<file path="src/rtl/ubx_fr_pkg.sv">
`timescale 1ns / 1ps
// ----------------------------------------------------------------------------
// UBX frame receiver package
// Shared types, constants and codes for the UBX frame receiver.
// ----------------------------------------------------------------------------
package ubx_fr_pkg;

    localparam int MAX_PAYLOAD = 512;
    localparam int LEN_W       = $clog2(MAX_PAYLOAD + 1);

    localparam logic [1:0] KIND_PAYLOAD = 2'd0;
    localparam logic [1:0] KIND_GOOD    = 2'd1;
    localparam logic [1:0] KIND_ERROR   = 2'd2;

    localparam logic [1:0] CFG_SYNC_FIRST  = 2'd0;
    localparam logic [1:0] CFG_SYNC_SECOND = 2'd1;
    localparam logic [1:0] CFG_CHECK_B     = 2'd2;

    typedef enum logic [2:0] {
        PH_HUNT,
        PH_SYNC,
        PH_CLASS,
        PH_ID,
        PH_LEN_LO,
        PH_LEN_HI,
        PH_PAYLOAD,
        PH_CHK_B
    } phase_t;

    typedef struct packed {
        logic [7:0] sync_first;
        logic [7:0] sync_second;
        logic       check_b_enable;
    } cfg_t;

    typedef struct packed {
        logic [1:0]  kind;
        logic [7:0]  msg_class;
        logic [7:0]  msg_id;
        logic [9:0]  payload_len;
        logic [7:0]  data_byte;
        logic [8:0]  byte_index;
        logic        frame_end;
        logic [15:0] good_count;
        logic [15:0] error_count;
    } result_t;

endpackage

</file>
<file path="src/rtl/ubx_fr_parser.sv">
`timescale 1ns / 1ps
// ----------------------------------------------------------------------------
// UBX frame parser
// Frame state machine, running Fletcher sum and frame counters; forms the
// result for each accepted payload or checksum B byte in the same cycle.
// ----------------------------------------------------------------------------
module ubx_fr_parser
    import ubx_fr_pkg::*;
(
    input  logic       clk,
    input  logic       rst_n,
    input  cfg_t       cfg,
    input  logic       take,
    input  logic [7:0] rx_byte,
    output logic       res_valid,
    output result_t    res
);

    phase_t            phase_reg, phase_next;
    logic [7:0]        class_reg, class_next;
    logic [7:0]        id_reg, id_next;
    logic [7:0]        len_lo_reg, len_lo_next;
    logic [LEN_W-1:0]  len_reg, len_next;
    logic [LEN_W-1:0]  count_reg, count_next;
    logic [7:0]        sum_a_reg, sum_a_next;
    logic [7:0]        sum_b_reg, sum_b_next;
    logic [7:0]        recv_a_reg, recv_a_next;
    logic [15:0]       good_reg, good_next;
    logic [15:0]       bad_reg, bad_next;

    logic [15:0]       len_raw;
    logic [LEN_W-1:0]  len_clamped;
    logic              payload_done;
    logic              frame_good;
    logic [7:0]        fold_a;
    logic [7:0]        fold_b;
    logic              do_fold;

    assign len_raw      = {rx_byte, len_lo_reg};
    assign len_clamped  = (32'(len_raw) >= MAX_PAYLOAD) ? LEN_W'(MAX_PAYLOAD)
                                                        : LEN_W'(len_raw);
    assign payload_done = (count_reg >= len_reg);
    assign frame_good   = (recv_a_reg == sum_a_reg)
                          && (!cfg.check_b_enable || (rx_byte == sum_b_reg));

    // The class byte restarts the sum from zero.
    assign fold_a = ((phase_reg == PH_CLASS) ? 8'd0 : sum_a_reg) + rx_byte;
    assign fold_b = ((phase_reg == PH_CLASS) ? 8'd0 : sum_b_reg) + fold_a;

    always_comb
    begin
        phase_next = phase_reg;
        unique case (phase_reg)
            PH_HUNT:
            begin
                if (rx_byte == cfg.sync_first)
                begin
                    phase_next = PH_SYNC;
                end
            end
            PH_SYNC:    phase_next = (rx_byte == cfg.sync_second) ? PH_CLASS : PH_HUNT;
            PH_CLASS:   phase_next = PH_ID;
            PH_ID:      phase_next = PH_LEN_LO;
            PH_LEN_LO:  phase_next = PH_LEN_HI;
            PH_LEN_HI:  phase_next = PH_PAYLOAD;
            PH_PAYLOAD:
            begin
                if (payload_done)
                begin
                    phase_next = PH_CHK_B;
                end
            end
            PH_CHK_B:   phase_next = PH_HUNT;
            default:    phase_next = PH_HUNT;
        endcase
    end

    always_comb
    begin
        do_fold   = 1'b0;
        res_valid = 1'b0;
        unique case (phase_reg)
            PH_CLASS, PH_ID, PH_LEN_LO, PH_LEN_HI:
            begin
                do_fold = 1'b1;
            end
            PH_PAYLOAD:
            begin
                do_fold   = !payload_done;
                res_valid = !payload_done;
            end
            PH_CHK_B:
            begin
                res_valid = 1'b1;
            end
            default:
            begin
                do_fold   = 1'b0;
                res_valid = 1'b0;
            end
        endcase
    end

    always_comb
    begin
        class_next  = class_reg;
        id_next     = id_reg;
        len_lo_next = len_lo_reg;
        len_next    = len_reg;
        count_next  = count_reg;
        sum_a_next  = sum_a_reg;
        sum_b_next  = sum_b_reg;
        recv_a_next = recv_a_reg;
        good_next   = good_reg;
        bad_next    = bad_reg;
        if (do_fold)
        begin
            sum_a_next = fold_a;
            sum_b_next = fold_b;
        end
        unique case (phase_reg)
            PH_CLASS:   class_next  = rx_byte;
            PH_ID:      id_next     = rx_byte;
            PH_LEN_LO:
            begin
                len_lo_next = rx_byte;
                len_next    = LEN_W'(rx_byte);
            end
            PH_LEN_HI:
            begin
                len_next   = len_clamped;
                count_next = '0;
            end
            PH_PAYLOAD:
            begin
                if (payload_done)
                begin
                    recv_a_next = rx_byte;
                end
                else
                begin
                    count_next = count_reg + LEN_W'(1);
                end
            end
            PH_CHK_B:
            begin
                if (frame_good)
                begin
                    if (good_reg != 16'hFFFF)
                    begin
                        good_next = good_reg + 16'd1;
                    end
                end
                else if (bad_reg != 16'hFFFF)
                begin
                    bad_next = bad_reg + 16'd1;
                end
            end
            default:
            begin
                class_next = class_reg;
            end
        endcase
    end

    always_comb
    begin
        res.msg_class   = class_reg;
        res.msg_id      = id_reg;
        res.payload_len = 10'(len_reg);
        res.good_count  = good_next;
        res.error_count = bad_next;
        if (phase_reg == PH_CHK_B)
        begin
            res.kind       = frame_good ? KIND_GOOD : KIND_ERROR;
            res.data_byte  = 8'd0;
            res.byte_index = 9'd0;
            res.frame_end  = 1'b1;
        end
        else
        begin
            res.kind       = KIND_PAYLOAD;
            res.data_byte  = rx_byte;
            res.byte_index = 9'(count_reg);
            res.frame_end  = 1'b0;
        end
    end

    always_ff @(posedge clk or negedge rst_n)
    begin
        if (!rst_n)
        begin
            phase_reg  <= PH_HUNT;
            class_reg  <= '0;
            id_reg     <= '0;
            len_lo_reg <= '0;
            len_reg    <= '0;
            count_reg  <= '0;
            sum_a_reg  <= '0;
            sum_b_reg  <= '0;
            recv_a_reg <= '0;
            good_reg   <= '0;
            bad_reg    <= '0;
        end
        else if (take)
        begin
            phase_reg  <= phase_next;
            class_reg  <= class_next;
            id_reg     <= id_next;
            len_lo_reg <= len_lo_next;
            len_reg    <= len_next;
            count_reg  <= count_next;
            sum_a_reg  <= sum_a_next;
            sum_b_reg  <= sum_b_next;
            recv_a_reg <= recv_a_next;
            good_reg   <= good_next;
            bad_reg    <= bad_next;
        end
    end

    // The clamped length never exceeds the maximum payload.
    a_len_clamped: assert property (@(posedge clk) disable iff (!rst_n)
        32'(len_reg) <= MAX_PAYLOAD)
        else $error("stored payload length above maximum");

    // The payload byte count never exceeds the stored length.
    a_index_in_range: assert property (@(posedge clk) disable iff (!rst_n)
        (phase_reg == PH_PAYLOAD) |-> count_reg <= len_reg)
        else $error("payload index beyond length");

    // A frame end always returns the parser to sync hunting.
    a_end_to_hunt: assert property (@(posedge clk) disable iff (!rst_n)
        (take && res_valid && res.frame_end) |=> phase_reg == PH_HUNT)
        else $error("parser did not return to hunting after frame end");

    // Exactly one counter moves on a frame end while neither counter is saturated.
    a_one_count: assert property (@(posedge clk) disable iff (!rst_n)
        (take && phase_reg == PH_CHK_B && good_reg != 16'hFFFF && bad_reg != 16'hFFFF)
        |=> ((good_reg != $past(good_reg)) != (bad_reg != $past(bad_reg))))
        else $error("frame end did not update exactly one counter");

endmodule

</file>
<file path="src/rtl/ubx_fr_outbuf.sv">
`timescale 1ns / 1ps
// ----------------------------------------------------------------------------
// UBX frame receiver output buffer
// Output register with one skid entry, so the input side keeps moving while
// a result waits on the output.
// ----------------------------------------------------------------------------
module ubx_fr_outbuf
    import ubx_fr_pkg::*;
(
    input  logic    clk,
    input  logic    rst_n,
    input  logic    push,
    input  result_t push_data,
    output logic    space,
    output logic    out_valid,
    input  logic    out_ready,
    output result_t out_data
);

    logic    out_valid_reg;
    logic    skid_valid_reg;
    result_t out_data_reg;
    result_t skid_data_reg;

    assign space     = !skid_valid_reg;
    assign out_valid = out_valid_reg;
    assign out_data  = out_data_reg;

    always_ff @(posedge clk or negedge rst_n)
    begin
        if (!rst_n)
        begin
            out_valid_reg  <= 1'b0;
            skid_valid_reg <= 1'b0;
        end
        else
        begin
            if (!out_valid_reg || out_ready)
            begin
                if (skid_valid_reg)
                begin
                    out_valid_reg  <= 1'b1;
                    skid_valid_reg <= 1'b0;
                end
                else
                begin
                    out_valid_reg <= push;
                end
            end
            else if (push)
            begin
                skid_valid_reg <= 1'b1;
            end
        end
    end

    always_ff @(posedge clk)
    begin
        if (!out_valid_reg || out_ready)
        begin
            if (skid_valid_reg)
            begin
                out_data_reg <= skid_data_reg;
            end
            else if (push)
            begin
                out_data_reg <= push_data;
            end
        end
        else if (push)
        begin
            skid_data_reg <= push_data;
        end
    end

    // The skid entry is only filled behind a waiting output word.
    a_skid_behind_out: assert property (@(posedge clk) disable iff (!rst_n)
        skid_valid_reg |-> out_valid_reg)
        else $error("skid entry held without an output word");

    // A waiting skid word moves to the output when the output is taken.
    a_skid_drains: assert property (@(posedge clk) disable iff (!rst_n)
        (skid_valid_reg && out_ready) |=> (out_valid_reg && !skid_valid_reg))
        else $error("skid entry did not move to the output");

    // No word is pushed while both entries are full.
    a_no_overflow: assert property (@(posedge clk) disable iff (!rst_n)
        skid_valid_reg |-> !push)
        else $error("push into a full output buffer");

endmodule

</file>
<file path="src/rtl/ubx_frame_receiver_top.sv">
`timescale 1ns / 1ps
// ----------------------------------------------------------------------------
// UBX frame receiver
// Deframes UBX messages from a byte stream and checks the Fletcher checksum.
// ----------------------------------------------------------------------------
// Usage:
// Received bytes enter on the input channel (in_valid, in_ready, rx_byte),
// one word per cycle at full rate. Sync, header, length and checksum A
// bytes produce no result. Each payload byte and each checksum B byte
// produces one result word on the output channel (out_valid, out_ready and
// the result fields), registered in the output register or, on a stall, in
// the skid entry; the block sustains one word per cycle while out_ready is
// high. The output register plus one skid entry let the input keep flowing
// for one word while the output is stalled; in_ready drops only while the
// skid entry is occupied, and rises in the cycle after the receiver resumes.
// The configuration channel (cfg_valid, cfg_ready, cfg_index, cfg_data) is
// always ready; index 0 sets the first sync byte, 1 the second sync byte,
// 2 the checksum B enable, and other indexes are ignored.
// Reset restores the default sync bytes 0xB5 and 0x62, enables the B check,
// clears both frame counters and starts hunting for sync with an empty
// output.
// ----------------------------------------------------------------------------
module ubx_frame_receiver_top
    import ubx_fr_pkg::*;
(
    input  logic        clk,
    input  logic        rst_n,
    input  logic        in_valid,
    output logic        in_ready,
    input  logic [7:0]  rx_byte,
    input  logic        cfg_valid,
    output logic        cfg_ready,
    input  logic [1:0]  cfg_index,
    input  logic [7:0]  cfg_data,
    output logic        out_valid,
    input  logic        out_ready,
    output logic [1:0]  kind,
    output logic [7:0]  msg_class,
    output logic [7:0]  msg_id,
    output logic [9:0]  payload_len,
    output logic [7:0]  data_byte,
    output logic [8:0]  byte_index,
    output logic        frame_end,
    output logic [15:0] good_count,
    output logic [15:0] error_count
);

    cfg_t    cfg_reg;
    logic    take;
    logic    res_valid;
    result_t res;
    result_t out_data;
    logic    space;

    assign cfg_ready = 1'b1;
    assign in_ready  = space;
    assign take      = in_valid && space;

    always_ff @(posedge clk or negedge rst_n)
    begin
        if (!rst_n)
        begin
            cfg_reg.sync_first     <= 8'd181;
            cfg_reg.sync_second    <= 8'd98;
            cfg_reg.check_b_enable <= 1'b1;
        end
        else if (cfg_valid)
        begin
            unique case (cfg_index)
                CFG_SYNC_FIRST:  cfg_reg.sync_first     <= cfg_data;
                CFG_SYNC_SECOND: cfg_reg.sync_second    <= cfg_data;
                CFG_CHECK_B:     cfg_reg.check_b_enable <= cfg_data[0];
                default:         cfg_reg                <= cfg_reg;
            endcase
        end
    end

    ubx_fr_parser u_parser (
        .clk       (clk),
        .rst_n     (rst_n),
        .cfg       (cfg_reg),
        .take      (take),
        .rx_byte   (rx_byte),
        .res_valid (res_valid),
        .res       (res)
    );

    ubx_fr_outbuf u_outbuf (
        .clk       (clk),
        .rst_n     (rst_n),
        .push      (take && res_valid),
        .push_data (res),
        .space     (space),
        .out_valid (out_valid),
        .out_ready (out_ready),
        .out_data  (out_data)
    );

    assign kind        = out_data.kind;
    assign msg_class   = out_data.msg_class;
    assign msg_id      = out_data.msg_id;
    assign payload_len = out_data.payload_len;
    assign data_byte   = out_data.data_byte;
    assign byte_index  = out_data.byte_index;
    assign frame_end   = out_data.frame_end;
    assign good_count  = out_data.good_count;
    assign error_count = out_data.error_count;

endmodule

</file>
<file path="config.mk">
export PLATFORM = sky130hd
export DESIGN_NAME = ubx_frame_receiver_top
export DESIGN_NICKNAME = d
export VERILOG_FILES = /design/src/rtl/ubx_fr_pkg.sv /design/src/rtl/ubx_fr_parser.sv /design/src/rtl/ubx_fr_outbuf.sv /design/src/rtl/ubx_frame_receiver_top.sv
export SDC_FILE = /design/constraint.sdc
export NUM_CORES = 1
export LEC_CHECK = 0
export BUFFER_PORTS_ARGS = -buffer_cell sky130_fd_sc_hd__buf_4
export CORE_MARGIN = 1
export CORE_UTILIZATION = 54
export CTS_CLUSTER_SIZE = 28
export DETAILED_ROUTE_END_ITERATION = 8
export HOLD_SLACK_MARGIN = 0.06
export PLACE_DENSITY = 0.83
export SLEW_MARGIN = 20
export SYNTH_ARGS = -nofsm -noshare
export SYNTH_HDL_FRONTEND = slang
export SYNTH_HIERARCHICAL = 1
export SYNTH_SLANG_ARGS = --single-unit
export TNS_END_PERCENT = 100
</file>
<file path="constraint.sdc">
create_clock -name clk -period 14.9 [get_ports clk]
set_input_delay 2.98 -clock clk [delete_from_list [all_inputs] [get_ports clk]]
set_output_delay 2.98 -clock clk [all_outputs]
set_load 0.02 [all_outputs]
</file>
# Word-level counts from Yosys, hierarchy flattened
# Index checks and enable logic that the tools add are counted.
# op_classes
n_lt_le_gt_ge,2
eq_ne,18
n_mux,26
n_addsub,5
reduce_logical,29
bitwise_logic,1
# ops
op,n
$mux 78,2
$mux 16,6
$pmux 10 s2,2
$add 16x1->16 const B,2
$eq 8x8->1,4
$ne 16x16->1 const B,2
$pmux 3 s8,1
$mux 10,2
$reduce_and 2->1,10
$mux 18,1
$add 8x8->8,2
$ge 16x10->1 const B,1
$mux 8,2
$eq 3x3->1 const B,4
$add 10x1->10 const B,1
$ge 10x10->1,1
$reduce_and 3->1,3
$reduce_bool 2->1,4
$eq 3x2->1 const B,2
$mux 2,3
$mux 3,2
$logic_not 1->1,4
$ne 2x1->1 const B,2
$pmux 1 s2,2
11 further kinds,16
# word_totals
wordCells,115
register_bits,278

# Logic depth before layout (Yosys ltp)
# Gate-level depths: netlist of the first run.
# depth
depth_word,7
mapped_depth,17

# Hierarchy
# The synthesis of the first run kept the hierarchy.
# by_module_without_submodules
module,area_per_inst_um2,cells_per_inst,seq_area_each_um2,instances
ubx_fr_parser,6448.7,635,2577.5,1
ubx_fr_outbuf,6113.4,253,4734.5,1
ubx_frame_receiver_top,689.4,41,436.7,1

# Worst setup path before layout of the first run
# OpenSTA, ideal clock, no wires.
# synth_timing
kind,input to register
from,input port in_valid
to,"register u_outbuf.out_data_reg (netlist bit u_outbuf/out_data[0]), enable pin"
n_path_buf,0
setup_time_ns,0.540
setup_slack_ns,7.383
t_arrival_ns,6.977
cell_stages,3
path_cell_list,and3_1 > nor2_1 > a21oi_1
# synth_via
elab_chain_len,4
# synth_rtl
item,line_no,source
"start, declared",ubx_frame_receiver_top.sv:28,"input logic in_valid,"
$logic_and 1x1->1,ubx_frame_receiver_top.sv:57,assign take = in_valid && space;
$logic_and 1x1->1,ubx_frame_receiver_top.sv:91,".push (take && res_valid),"
$reduce_bool 2->1 (no source line),-,
$reduce_and 2->1 (no source line),-,
"end signal, assigned",ubx_fr_outbuf.sv:63,out_data_reg <= skid_data_reg;
"end signal, assigned",ubx_fr_outbuf.sv:67,out_data_reg <= push_data;
"end, declared",ubx_fr_outbuf.sv:22,result_t out_data_reg;
# Every way passes these cells.
# A chain may end at the register's enable or synchronous reset.

# Worst setup path in the final report of the first run
# layout_timing
from,input port rx_byte[0]
to,register u_parser.sum_b_reg[7]
# layout_via
elab_chain_len,2
# layout_rtl
item,line_no,source
"start, declared",ubx_frame_receiver_top.sv:30,"input logic [7:0] rx_byte,"
$add 8x8->8,ubx_fr_parser.sv:47,assign fold_a = ((phase_reg == PH_CLASS) ? 8'd0 : sum_a_reg) + rx_byte;
net u_parser.fold_a[6],ubx_fr_parser.sv:35,logic [7:0] fold_a;
$add 8x8->8,ubx_fr_parser.sv:48,assign fold_b = ((phase_reg == PH_CLASS) ? 8'd0 : sum_b_reg) + fold_a;
"end signal, assigned",ubx_fr_parser.sv:214,sum_b_reg <= sum_b_next;
"end, declared",ubx_fr_parser.sv:26,"logic [7:0] sum_b_reg, sum_b_next;"
# The timed path passes the listed nets, and every way through them passes these cells.

==> impl_metrics.py, run 1 <==
metrics = {
    "clock_tree": {
        "hold_buffers": 0,
        "clock_latency_ps": 550,
        "clkSlewWorstSetupHoldPaths_ps": 60,
        "cts_buffers": 28,
        "clock_sinks": 278,
        "cts-root-buf": "clkbuf_16",
        "cts_tree": "yes",
        "cts_setup_buffers": 0,
        "htreeDepth": 1,
        "cts_buffer_depth": 3,
        "post_cts_resized": 0,
    },
    "worst_setup_path": {
        "slowest_delay_ps": 410,
        "r2r-end": "u_parser/sum_b_reg[7]$_DFFE_PN0P_",
        "path_cells": "buf_4 -> ha_1 -> fa_1 -> a21o_1 -> a21oi_1 -> o21bai_1 -> a21oi_1 -> xnor2_1 -> ha_1 -> or3_1 -> o211ai_1 -> xnor2_1 -> o221ai_1",
        "arrival_ps": 5670,
        "worstSetupEndpointType": "flip-flop",
        "r2r_start": "u_parser/phase_reg[1]$_DFFE_PN0P_",
        "critPathLaunchType": "primary input",
        "cp_max_fo": 11,
        "crit_buf_inv": 1,
        "rrSetupSlack_ps": 11060,
        "cp_slowest_cell": "fa_1",
        "cp_top_family": "compound AO/OA/AOI/OAI gates",
        "crit_required_ps": 15300,
        "rr_worst_depth": 15,
        "crit_type": "in2reg",
    },
    "sta": {
        "slew_headroom_pct": 24.8,
        "rsz0062_at_grt": "false",
        "finalCriticalPeriod_ps": 5270,
        "finalCritPeriodShare_pct": 35.4,
        "finalHoldViolCount": 0,
        "setup_tns_ps": 0,
        "finClkSkew_ps": 29.0,
        "slew_violations": 0,
        "max_freq_mhz": 190,
        "worstMarginPinSlew_ps": 1130,
        "setup_viol": 0,
    },
    "floorplanning": {
        "dieArea_sq_um": 25200,
        "core_area_sq_um": 23800,
        "ios": 104,
        "die_h_um": 159,
        "die_width_um": 159,
        "initial_core_util_pct": 55.8,
        "num_rows": 56,
    },
    "place": {
        "hpwl_um": 16300,
        "io_buffers": 102,
        "place_area_sq_um": 14100,
        "gp_congestion": 0.843,
    },
    "pwr": {
        "peakVddDrop_uv": 69.2,
        "leakage_uw": 0.00626,
        "power_density_nw_per_um2": 115,
    },
    "routing": {
        "route.detailed.drc": 0,
        "dr.pass1.iters": 5,
        "routed_wl_um": 24500,
        "postRouteAntennaNets": 0,
        "vias": 7543,
        "post_drt_wl_per_cell_um": 17.9,
        "drt_iter0_drc": 636,
        "vias_per_cell": 5.52,
    },
    "synthesis": {
        "synth_ff_type": "edfxtp_1",
        "yosysUniqueCellTypes": 66,
        "ys_seq_elements": 278,
        "ys_seq_area_share_pct": 58.5,
        "synth_edf_count": 156,
        "syn_area_sq_um": 13300,
        "synth_nets": 981,
        "syn_inst": 929,
        "yosysWarnings": 6,
        "synthArstFlopShare_pct": 43.9,
        "syn_avg_cell_area_sq_um": 14.3,
    },
    "grt": {
        "grt_max_degree": 79,
        "grt_overflow": 0,
        "grt_util_all_layers_pct": 20.2,
        "antenna_found_initial": 0,
        "grt_pass1_wl_um": 39500,
        "grt_pass1_vias": 7592,
    },
    "run_status": {
        "status": "completed",
    },
    "min_path": {
        "holdPathStages": 0,
        "min_to": "u_outbuf/skid_data_reg[65]$_DFFE_PP_",
        "hold_path.class": "reg2reg",
        "worstHoldStart": "u_parser/id_reg[5]$_DFFE_PN0P_",
    },
    "final_layout": {
        "seq_area_sq_um": 7750,
        "drive_gt1_share_pct": 31.7,
        "area_delta_synth_final_pct": 13.6,
        "multi_input_area_sq_um": 5070,
        "num_antenna_cells": 0,
        "nFillCells": 1743,
        "final_util_pct": 63.4,
        "fin_nets": 1078,
        "final_cell_area_sq_um": 15100,
    },
    "run": {
        "drv_cap": 0,
    },
}
cell usage in the layout (no fill, tap or decap), drive strengths merged, types with 3 or more instances in the layout:
cell and count:
edfxtp 156, mux2 154, dfrtp 113, buf 108, xnor2 62, nand2 45
nor2 42, xor2 35, clkbuf 33, nand3 32, ha 27, a21oi 27
inv 22, and2 21, and3 21, nand4 16, nor2b 15, clkinv 14
o21ai 13, dfstp 9, nor3 9, a21o 7, a221oi 7, a31oi 7
o211ai 5, bufinv 4, nand2b 4, and2b 3, nor4 3, or3 3
o2111ai 3
cell usage after synthesis, types with 2 or more instances:
cell	count	area [sq um]
nor3_1	7	35.0
nand3_1	30	150
nand4_1	16	100
mux2_1	2	22.5
nand2b_1	4	25.0
o21ai_0	12	60.1
buf_12	8	160
edfxtp_1	156	4680
fa_1	2	40.0
xnor2_1	62	543
a21oi_1	26	130
or3_1	3	18.8
a31oi_1	6	37.5
nor2b_1	15	93.8
buf_4	11	82.6
inv_1	22	82.6
or2_2	2	12.5
clkbuf_1	10	37.5
a21o_1	7	52.6
and4_1	2	17.5
xor2_1	35	307
o2111ai_1	2	17.5
dfstp_2	9	236
buf_6	5	56.3
nor3_2	2	20.0
nand2_1	45	169
o211ai_1	3	22.5
mux2_2	74	833
a221oi_1	7	61.3
mux2_4	78	1170
o211ai_2	2	25.0
and3_1	20	125
and2_1	21	131
nand3_2	2	20.0
dfrtp_1	113	2830
o21bai_1	2	15.0
buf_2	6	30.0
ha_1	27	338
and2b_1	3	22.5
nor4_1	3	18.8
nor2_1	42	158
report_power, final:
| part | switching (uW) | leakage (uW) | internal, uW |
|---|---|---|---|
| Sequential | 22.8 | 0.00295 | 837 |
| Clock | 284 | 0.000454 | 413 |
| Combinational | 88.0 | 0.00286 | 82.7 |
logic make-up (layout without fill, tap and decap cells):
family,Yosys count,count (layout),synth area share [%]
xor+xnor,97,97,6.41
compound gates,82,82,4.45
other cells,1,1,0.0283
simple gates,224,224,9.00
mux,155,155,15.4
buf+inv,63,182,3.42
fa+ha+maj,29,29,2.85
flops,278,278,58.5
metrics by stage:
step / total power [uW] / setup slack [ps] / cells / hold slack [ps]
floorplan: 997 / 7380 / 929 / 441
global placement: 1040 / 9220 / 1314 / 455
detailed placement: 1040 / 9110 / 1314 / 463
CTS: 1740 / 9660 / 1366 / 477
global route: 1790 / 9460 / 1367 / 490
finish: 1730 / 9630 / 1367 / 473
worst max-delay path by stage:
stage | from | to | slack (ps) | cells after the start
2_1_floorplan | in_valid | u_outbuf/out_data[0]$_DFFE_PP_ | 7380 | 3
3_3_place_gp | rx_byte[0] | u_parser/sum_b_reg[7]$_DFFE_PN0P_ | 9220 | 13
3_5_place_dp | rx_byte[0] | u_parser/sum_b_reg[7]$_DFFE_PN0P_ | 9110 | 13
4_1_cts | rx_byte[0] | u_parser/sum_b_reg[7]$_DFFE_PN0P_ | 9660 | 13
5_1_grt | rx_byte[0] | u_parser/sum_b_reg[7]$_DFFE_PN0P_ | 9460 | 13
6_report | rx_byte[0] | u_parser/sum_b_reg[7]$_DFFE_PN0P_ | 9630 | 13
metal layers:
metal | global-route usage, % | vias up | wire length, um
li1 | - | 3560 | -
met5 | 0 | - | 0
met3 | 2.78 | 44 | 1110
met4 | 7.51 | 0 | 569
met2 | 33.3 | 194 | 11800
met1 | 27.2 | 3745 | 11000
final cells by class:
type	instances	area share, %
Tap cell	319	2.65
Inverter	22	0.549
Clock buffer	33	4.78
Multi-Input combinational cell	588	33.7
Timing Repair Buffer	108	5.52
Clock inverter	19	1.33
Sequential cell	278	51.5
Note: power is estimated with default switching activity, not from simulation.
==> run 2, diff against run 1 <==
- clock period: 14.9 -> 5.5 ns (I/O delays scaled with it)
==> impl_metrics.py, run 2 (synthesis results as in run 1) <==
metrics = {
    "worst_setup_path": {
        "arrival_ps": 4010,
        "crit_required_ps": 5690,
        "cp_max_fo": 26,
        "crit_type": "reg2reg",
        "critPathLaunchType": "flip-flop",
        "worstSetupEndpointType": "flip-flop",
    },
    "run_status": {
        "status": "completed",
    },
    "clock_tree": {
        "post_cts_resized": 0,
        "cts-root-buf": "clkbuf_16",
        "clkSlewWorstSetupHoldPaths_ps": 60,
        "hold_buffers": 0,
        "cts_tree": "yes",
        "cts_buffers": 28,
        "clock_latency_ps": 550,
        "clock_sinks": 278,
        "cts_setup_buffers": 0,
        "cts_buffer_depth": 3,
        "htreeDepth": 1,
    },
    "sta": {
        "finalCritPeriodShare_pct": 69.4,
        "finalHoldViolCount": 0,
        "max_freq_mhz": 262,
        "setup_viol": 0,
        "rsz0062_at_grt": "false",
        "slew_violations": 0,
        "finClkSkew_ps": 26.5,
        "slew_headroom_pct": 26.5,
        "setup_tns_ps": 0,
        "finalCriticalPeriod_ps": 3820,
        "worstMarginPinSlew_ps": 1100,
    },
    "final_layout": {
        "final_cell_mix": "edfxtp_1 (156), dfrtp_1 (112), buf_4 (108)",
        "seq_area_sq_um": 7750,
        "area_delta_synth_final_pct": 13.0,
        "drive_gt1_share_pct": 31.5,
        "nFillCells": 1733,
        "layout_commonest_cell": "edfxtp_1",
        "num_antenna_cells": 0,
        "final_util_pct": 63.0,
        "fin_nets": 1078,
        "multi_input_area_sq_um": 5070,
    },
    "pwr": {
        "power_frac_seq_pct": 51.3,
        "leakage_uw": 0.00622,
        "clockPowerShare_pct": 38.6,
        "power_density_nw_per_um2": 303,
        "swShare_pct": 23.1,
        "peakVddDrop_uv": 201,
        "net-switching-power_uw": 1050,
        "intPower_uw": 3490,
        "combinationalPowerShare_pct": 10.1,
    },
    "floorplanning": {
        "core_area_sq_um": 23800,
        "die_h_um": 159,
        "dieArea_sq_um": 25200,
        "initial_core_util_pct": 55.8,
        "die_width_um": 159,
        "num_rows": 56,
        "ios": 104,
    },
    "place": {
        "gp_congestion": 0.833,
        "io_buffers": 102,
        "hpwl_um": 16600,
    },
    "grt": {
        "grt_util_all_layers_pct": 20.4,
        "grt_max_degree": 79,
        "grt_pass1_vias": 7593,
        "grt_pass1_wl_um": 39700,
        "grt_overflow": 0,
        "antenna_found_initial": 0,
    },
    "min_path": {
        "hold_path.class": "reg2reg",
    },
    "routing": {
        "dr.pass1.iters": 5,
        "drt_iter0_drc": 483,
        "vias_per_cell": 5.53,
        "post_drt_wl_per_cell_um": 18.1,
        "postRouteAntennaNets": 0,
        "routed_wl_um": 24800,
        "route.detailed.drc": 0,
        "vias": 7562,
    },
    "run": {
        "drv_cap": 0,
    },
}
run 2: cell types whose count changed in the layout (fill, tap and decap cells not counted):
cell / delta
clkinvlp_4: +1
buf_4: +1
buf_16: -1
clkinvlp_2: -1
clkinv_2: -3
clkbuf_1: +5
clkbuf_8: +4
clkinv_1: -3
clkinv_4: +1
bufinv_16: -4
run 2: layout make-up:
cell class,count,area share [%]
clock inverters,10,0.435
inverters,22,0.552
well taps,319,2.67
repair buffers,108,5.42
multi-input cells,588,33.8
flip-flops and latches,278,51.8
clock buffers,42,5.30
run 2: final timing paths:
path / startpoint / end / slack (ps) / depth (start not counted)
setup / recovery: u_parser/len_reg[7]$_DFFE_PN0P_ / u_outbuf/out_data[20]$_DFFE_PP_ / 1680 / 11
hold / removal: u_parser/len_reg[6]$_DFFE_PN0P_ / u_outbuf/skid_data_reg[56]$_DFFE_PP_ / 470 / 0
setup reg to reg: u_parser/len_reg[7]$_DFFE_PN0P_ / u_outbuf/out_data[20]$_DFFE_PP_ / 1680 / 11
hold reg to reg: u_parser/len_reg[6]$_DFFE_PN0P_ / u_outbuf/skid_data_reg[56]$_DFFE_PP_ / 470 / 0
max in group asynchronous: rst_n / u_parser/bad_reg[6]$_DFFE_PN0P_ / 3520 / 2
min in group asynchronous: rst_n / u_parser/id_reg[5]$_DFFE_PN0P_ / 670 / 1
run 2: power by group through the flow:
stage                     Clock, uW  Combinational, uW  Sequential (uW)
after floorplan                   0                358             2340
after global placement            0                442             2360
after detailed placement          0                454             2370
after CTS                      1790                459             2330
after global routing           1870                507             2330
final                          1750                458             2330
run 2: per-layer routing:
metal  vias to the layer above  GRT usage, %  share of wire [%]
met4                         0          6.55                2.3
met2                       217          34.1                 49
met5                         -             0                  0
met3                        41          2.80                5.1
met1                      3745          27.6                 43
li1                       3559             -                  -
run 2: stage by stage:
step                      hold WS (ps)  power, uW  worst slack [ps]  cells  instance area [sq um]
after CTS                          474       4580              1680   1367                  15000
after global placement             453       2800              1680   1315                  14100
after floorplan                    441       2700               950    929                  13300
after global routing               483       4710              1410   1367                  15000
after detailed placement           457       2820              1660   1315                  14100
final                              470       4530              1680   1367                  15000
run 2: worst max-delay path: stages, from the launching register on:
cell	delay, ps
dfrtp_1	360
inv_1	60
ha_1	310
a21o_1	160
a21oi_1	220
o2111ai_2	180
a31oi_4	440
o211a_1	210
and3_1	170
nor2_1	80
a21oi_4	770
buf_4	480
